===== src/sv/sfll_pkg.sv =====
// ----------------------------------------------------------------------------
// sfll_pkg
// Shared constants and channel types of the SOGI-FLL core.
// ----------------------------------------------------------------------------
package sfll_pkg;

	localparam int SAMPLE_W   = 16;
	localparam int INT_W      = 32;
	localparam int EXTRA_BITS = 8;
	localparam int FREQ_W     = 24;
	localparam int GAIN_W     = 16;
	localparam int CFG_W      = 24;
	localparam int CFG_IDX_W  = 2;
	localparam int OUT_W      = 2 * SAMPLE_W + FREQ_W;

	// shared multiplier: 64 x 32 in two 32 x 32 halves
	localparam int MUL_AW = 64;
	localparam int MUL_BW = 32;
	localparam int MUL_PW = MUL_AW + MUL_BW;

	// reciprocal divider: 59-bit dividend, 36-bit divisor, 30-bit quotient
	localparam int DIV_NW = 59;
	localparam int DIV_DW = 36;
	localparam int DIV_QW = 30;

	localparam logic [FREQ_W-1:0] FREQ_MAX = {FREQ_W{1'b1}};

	localparam logic [CFG_W-1:0]  SAMPLE_PERIOD_RST = 24'd1481023;
	localparam logic [CFG_W-1:0]  NOMINAL_FREQ_RST  = 24'd80425;
	localparam logic [GAIN_W-1:0] DAMPING_GAIN_RST  = 16'd23170;
	localparam logic [GAIN_W-1:0] LOOP_GAIN_RST     = 16'd10000;

	typedef enum logic [CFG_IDX_W-1:0] {
		REG_SAMPLE_PERIOD,
		REG_NOMINAL_FREQ,
		REG_DAMPING_GAIN,
		REG_LOOP_GAIN
	} cfg_reg_t;

	typedef struct packed {
		logic              start;
		logic [MUL_AW-1:0] a;
		logic [MUL_BW-1:0] b;
	} mul_req_t;

	typedef struct packed {
		logic              done;
		logic [MUL_PW-1:0] p;
	} mul_rsp_t;

	typedef struct packed {
		logic              start;
		logic [DIV_NW-1:0] num;
		logic [DIV_DW-1:0] den;
	} div_req_t;

	typedef struct packed {
		logic              done;
		logic [DIV_QW-1:0] q;
	} div_rsp_t;

endpackage


===== src/sv/sfll_div.sv =====
// ----------------------------------------------------------------------------
// sfll_div
// Restoring divider, one quotient bit per cycle, quotient known below 2^30.
// ----------------------------------------------------------------------------
module sfll_div (
	input  logic              clk,
	input  logic              arst_n,
	input  sfll_pkg::div_req_t req,
	output sfll_pkg::div_rsp_t rsp
);
	import sfll_pkg::*;

	localparam int CNT_W = $clog2(DIV_QW);
	localparam int HI_W  = DIV_NW - DIV_QW;

	typedef enum logic {D_IDLE, D_RUN} dstate_t;

	dstate_t           state_q;
	logic [CNT_W-1:0]  cnt_q;
	logic [DIV_DW-1:0] rem_q;
	logic [DIV_DW-1:0] den_q;
	logic [DIV_QW-1:0] low_q;
	logic [DIV_QW-1:0] q_q;
	logic              done_q;
	logic [DIV_DW:0]   trial;
	logic [DIV_DW:0]   diff;
	logic              ge;

	always_comb begin
		trial = {rem_q, low_q[DIV_QW-1]};
		diff  = trial - {1'b0, den_q};
		ge    = trial >= {1'b0, den_q};
	end

	always_ff @(posedge clk or negedge arst_n) begin
		if (!arst_n) begin
			state_q <= D_IDLE;
			done_q  <= 1'b0;
			cnt_q   <= '0;
		end else begin
			done_q <= 1'b0;
			unique case (state_q)
				D_IDLE: begin
					if (req.start) begin
						// top bits sit below the divisor since the quotient is narrow
						rem_q   <= {{(DIV_DW-HI_W){1'b0}}, req.num[DIV_NW-1:DIV_QW]};
						low_q   <= req.num[DIV_QW-1:0];
						den_q   <= req.den;
						cnt_q   <= '0;
						state_q <= D_RUN;
					end
				end
				D_RUN: begin
					rem_q <= ge ? diff[DIV_DW-1:0] : trial[DIV_DW-1:0];
					q_q   <= {q_q[DIV_QW-2:0], ge};
					low_q <= {low_q[DIV_QW-2:0], 1'b0};
					cnt_q <= cnt_q + 1'b1;
					if (cnt_q == CNT_W'(DIV_QW - 1)) begin
						done_q  <= 1'b1;
						state_q <= D_IDLE;
					end
				end
				default: state_q <= D_IDLE;
			endcase
		end
	end

	assign rsp.done = done_q;
	assign rsp.q    = q_q;

endmodule


===== config.mk =====
export PLATFORM = sky130hd
export DESIGN_NAME = sfll_div
export DESIGN_NICKNAME = d
export VERILOG_FILES = /design/src/sv/sfll_pkg.sv /design/src/sv/sfll_div.sv
export SDC_FILE = /design/constraint.sdc
export NUM_CORES = 1
export LEC_CHECK = 0
export ABC_AREA = 1
export BUFFER_PORTS_ARGS = -buffer_cell sky130_fd_sc_hd__buf_2
export CORE_ASPECT_RATIO = 0.7
export CORE_MARGIN = 2
export CORE_UTILIZATION = 40
export DETAILED_ROUTE_END_ITERATION = 10
export MAX_ROUTING_LAYER = met4
export SYNTH_ARGS = -nofsm -noshare
export SYNTH_HDL_FRONTEND = slang
export SYNTH_SLANG_ARGS = --single-unit

===== constraint.sdc =====
create_clock -name clk -period 4.6 [get_ports clk]
set_input_delay 0.92 -clock clk [delete_from_list [all_inputs] [get_ports clk]]
set_output_delay 0.92 -clock clk [all_outputs]
set_load 0.02 [all_outputs]

After elaboration in Yosys (flattened, before gate mapping)
Index checks and enable logic that the tools add are counted.
- register bits after elaboration: 139
- logic and storage cells: 28
- input bits: 98
- equal/unequal tests: 2
- bitwise operators: 1
- reductions and logical operators: 3
- magnitude comparators: 1
- add/sub/neg operators: 2
- mux-type cells: 12
- operators with widths (kind ; count):
    2-to-1 mux 36 bit ; 2
    one-hot mux 36 bit (2 select lines) ; 1
    one-hot mux 30 bit (2 select lines) ; 1
    greater-or-equal comparator 37 x 36 -> 1 bit ; 1
    subtractor 36 bit ; 1
    2-to-1 mux 30 bit ; 1
    one-hot mux 5 bit (2 select lines) ; 1
    adder 5 x 1 -> 5 bit (second input constant) ; 1
    equality test 5 bit (second input constant) ; 1
    2-to-1 mux 5 bit ; 1
    2-to-1 mux 1 bit ; 4
    AND reduction 2 bit ; 2
    AND reduction 3 bit ; 1
    inequality test 2 bit (second input constant) ; 1
    one-hot mux 1 bit (2 select lines) ; 1
    NOT 1 bit ; 1

Longest topological paths before layout
- word-level depth: 3
- mapped depth: 16
- depth with buffers taken out: 16

Worst setup path after synthesis
No wires, ideal clock.
- path kind: input -> register
- from: in req[95] (netlist name)
- to: reg low_q[0] (enable)
- path buffers: 0
- path slack: 0.370 ns
- cell stages on the path: 2
- library setup time: 0.490 ns
- required time: 4.110 ns
- arrival time: 3.740 ns
- cells stage by stage: nor2_1 -> nor2_1
- longest elaborated chain between the ends: 2
- RTL lines (what ; RTL line ; source):
    start, declared ; sfll_div.sv:8 ; input sfll_pkg::div_req_t req,
    inequality test 2 bit (no source line) ; -- ;
    AND reduction 2 bit (no source line) ; -- ;
    end signal, assigned ; sfll_div.sv:47 ; low_q <= req.num[DIV_QW-1:0];
    end signal, assigned ; sfll_div.sv:56 ; low_q <= {low_q[DIV_QW-2:0], 1'b0};
    end, declared ; sfll_div.sv:22 ; logic [DIV_QW-1:0] low_q;
No other way between the ends.
A chain may end at the register's enable or synchronous reset.

Worst setup path after layout
- from: reg rem_q[22]
- to: reg rem_q[3], data pin
- longest elaborated chain between the ends: 3
- RTL lines (what ; RTL line ; source):
    start, declared ; sfll_div.sv:20 ; logic [DIV_DW-1:0] rem_q;
    start signal, assigned ; sfll_div.sv:46 ; rem_q <= {{(DIV_DW-HI_W){1'b0}}, req.num[DIV_NW-1:DIV_QW]};
    start signal, assigned ; sfll_div.sv:54 ; rem_q <= ge ? diff[DIV_DW-1:0] : trial[DIV_DW-1:0];
    greater-or-equal comparator 37 x 36 -> 1 bit ; sfll_div.sv:32 ; ge = trial >= {1'b0, den_q};
    2-to-1 mux 36 bit ; sfll_div.sv:54 ;
    one-hot mux 36 bit (2 select lines) ; sfll_div.sv:42 ; unique case (state_q)
No other way between the ends.

==> impl_results.md <==
* CTS buffer count at 17
* Crit path max-delay cell type: nand2_8
* Clock Sinks at 139
* LEAKAGE at 0.005261 µW
* Clock Path Buffers at 2
* Ys Warns at 0
* Outcome: finished, final reports clean
* CTS resizes at 0
* Post-CTS Setup Inserts at 0
* Diodes inserted at 0
* WL per Instance at 14.60 µm
* Setup crit end kind: flip-flop
* Hold crit path type: in2async
* Grt total ovfl at 0
* Yosys reg bits at 139
* Die ar. at 23520 µm²
* Number of primary I/O pins at 129
* CP max stage delay at 490 ps
* P per Cell Area at 661.5 nW/µm²
* Gr usage total at 20.57%
* Hold Violations, Final at 0
* Layout cells sized above 1 at 18.02%
* Setup TNS at 0 ps
* DRC Markers at 0
* Layout overhead on the synthesized area at 15.44%
* Htree depth at 4
* Post-Place Setup Slack at 1668 ps
* Family with the most delay on the worst path: simple AND/OR/NAND/NOR gates
* Clk Latency, worst-skew pair at 430 ps
* Pins Over Slew Limit at 0
* DP HPWL at 16700 µm
* Number of global-route vias before repair at 7070
* Post-synth cell types at 39
* Layout Nets at 1389
* Effective utilization at floorplan at 40.91%
* Max-cap viol count at 0
* Startpoint Class: flip-flop
* FMAX at 337.4 MHz
* Worst Tran Pin Value at 1202 ps
* Minimum clock period after layout at 2963 ps
* WP data arrival at 3140 ps
* Avg Inst Size Synth at 7.917 µm²
* Antenna violations before repair at 0
* CP max FO at 37
* Final Cycle Share at 64.42%
* RSZ-0062 raised after global routing: no
* Post-Synthesis Cell Area at 8915 µm²
* Worst EP required at 4780 ps
* Fin worst setup slack at 1637 ps
* DR vias/cell at 4.709
* WHS at 326.5 ps
* Most frequent cells in the layout: nand2_1 (428), inv_1 (201), edfxtp_1 (132), buf_2 (128), nand3_1 (78)
* Placer Congestion at 0.9547
* Core Rows at 45
* Clock-pin slew on the worst setup and hold paths at 60 ps
* Cell repeated most along the worst path: nand2_1
* ANT nets after route at 0
* Drt first pass iters at 5
* Clock Skew at 14.13 ps
* Syn Nets at 1263
* CP cell instances: ha_1 > nand2_1 > nor2_1 > nand2_1 > inv_1 > nand3_4 > nand2_8 > nand2_1 > nand3_1 > nand2_1
* Worst-case vdd ir drop at 309.1 µV
* CTS tree: done
* Die span in y at 128.9 µm
* Sequential area share after synthesis at 46.43%
* Cts hold-fix bufs at 0
* Global-route wire length before repair at 36040 µm
* Via count at 7285
* CP bufs+invs at 1
* Final setup viols at 0
* Largest net degree at the start of global routing at 71
* Syn Inst Count at 1126
* Kind of critical path: reg2reg
* Final Total Pwr at 6808 µW
* CORE AREA at 21790 µm²
* Initial DRC Count at 525
* Port bufs at 128
* Slew Limit Headroom at 19.81%
* Root buffer cell: clkbuf_16
* Die W at 182.4 µm
* Most common cell after layout, fill and taps aside: nand2_1
* Total wire length at 22590 µm
[worst paths after layout]
path,start,end,slack (ps),cells after the start
max,rem_q[22],rem_q[3],1640,10
min,arst_n,cnt_q[1],330,1
max reg2reg,rem_q[22],rem_q[3],1640,10
min reg2reg,q_q[8],q_q[9],440,0
max in group asynchronous,arst_n,state_q,4080,1
min in group clk,q_q[8],q_q[9],440,0
[cells in the mapped netlist]
library cell	instances	area (µm²)
a21oi_1	28	140.1
buf_12	3	60.06
nand2_1	428	1607
nand3_2	22	220.2
nand3b_1	7	52.55
a21oi_2	3	26.28
clkinv_1	1	3.750
nor4_1	1	6.260
or2_1	1	6.260
fa_1	1	20.02
o21bai_1	3	22.52
buf_6	6	67.56
nor2_4	1	11.26
nand2_2	27	168.9
inv_1	201	754.5
ha_1	38	475.5
nand4_1	9	56.30
xnor2_1	14	122.6
nor2_1	61	229.0
buf_4	4	30.03
xor2_1	1	8.760
o21ai_0	8	40.04
nand3_1	78	390.4
nor2_8	1	20.02
nand3_4	1	17.52
buf_1	3	11.26
o21a_1	1	7.510
o21ai_1	3	15.01
and3_1	1	6.260
buf_2	3	15.01
edfxtp_1	132	3964
mux2i_1	1	10.01
nor2_2	7	43.79
nand2_8	1	20.02
dfrtp_1	7	175.2
inv_2	5	18.77
nor3_1	6	30.03
a21o_1	3	22.52
clkbuf_1	5	18.77
[cell type report]
type | count | area [µm²]
flip-flops and latches | 139 | 4140
fillers | 2224 | 11500
well taps | 282 | 352.8
multi-input cells | 756 | 3811
clock inverters | 13 | 101.3
inverters | 207 | 777.0
clock buffers | 19 | 432.9
repair buffers | 131 | 675.6
[power breakdown]
part	internal (µW)	total (µW)	switching [µW]	leakage, µW
Combinational	1180	3460	2270	0.00367
Sequential	1910	2070	165	0.00134
Clock	735	1280	545	0.000257
[per-stage QoR]
step,cell area [µm²],cells,util (%)
5_1_grt,10290,1547,47.23
3_5_place_dp,9757,1515,44.78
2_1_floorplan,8915,1126,-
6_report,10290,1547,47.23
3_3_place_gp,9757,1515,44.78
4_1_cts,10290,1547,47.23
[worst reg2reg max path: stages (launching register included)]
cell      delay (ps)
edfxtp_1         410
ha_1             450
nand2_1          170
nor2_1           210
nand2_1          120
inv_1            120
nand3_4          430
nand2_8          510
nand2_1          140
nand3_1           90
nand2_1           60
[registers in the layout, summed over array words and instances, names as in the netlist]
register,cells
den_q,36
rem_q,36
low_q,30
q_q,30
cnt_q,5
done_q,1
state_q,1
[routing by layer]
layer | vias up | GRT usage, % | part of all wire (%)
li1 | 3787 | - | -
met1 | 3309 | 30.24 | 55
met4 | 0 | 4.080 | 0.55
met3 | 13 | 4.302 | 4.9
met5 | - | - | 0
met2 | 176 | 29.16 | 40
[logic make-up after synthesis]
group	count (synthesis)	synth area share [%]
muxes	1	0.1123
adders and majority gates	39	5.558
and+or+nand+nor	652	32.36
AOI/OAI and AO/OA	49	3.074
DFF	139	46.43
buffers and inverters	231	10.99
xor gates and xnor gates	15	1.474
(Power assumes the default switching activity.)
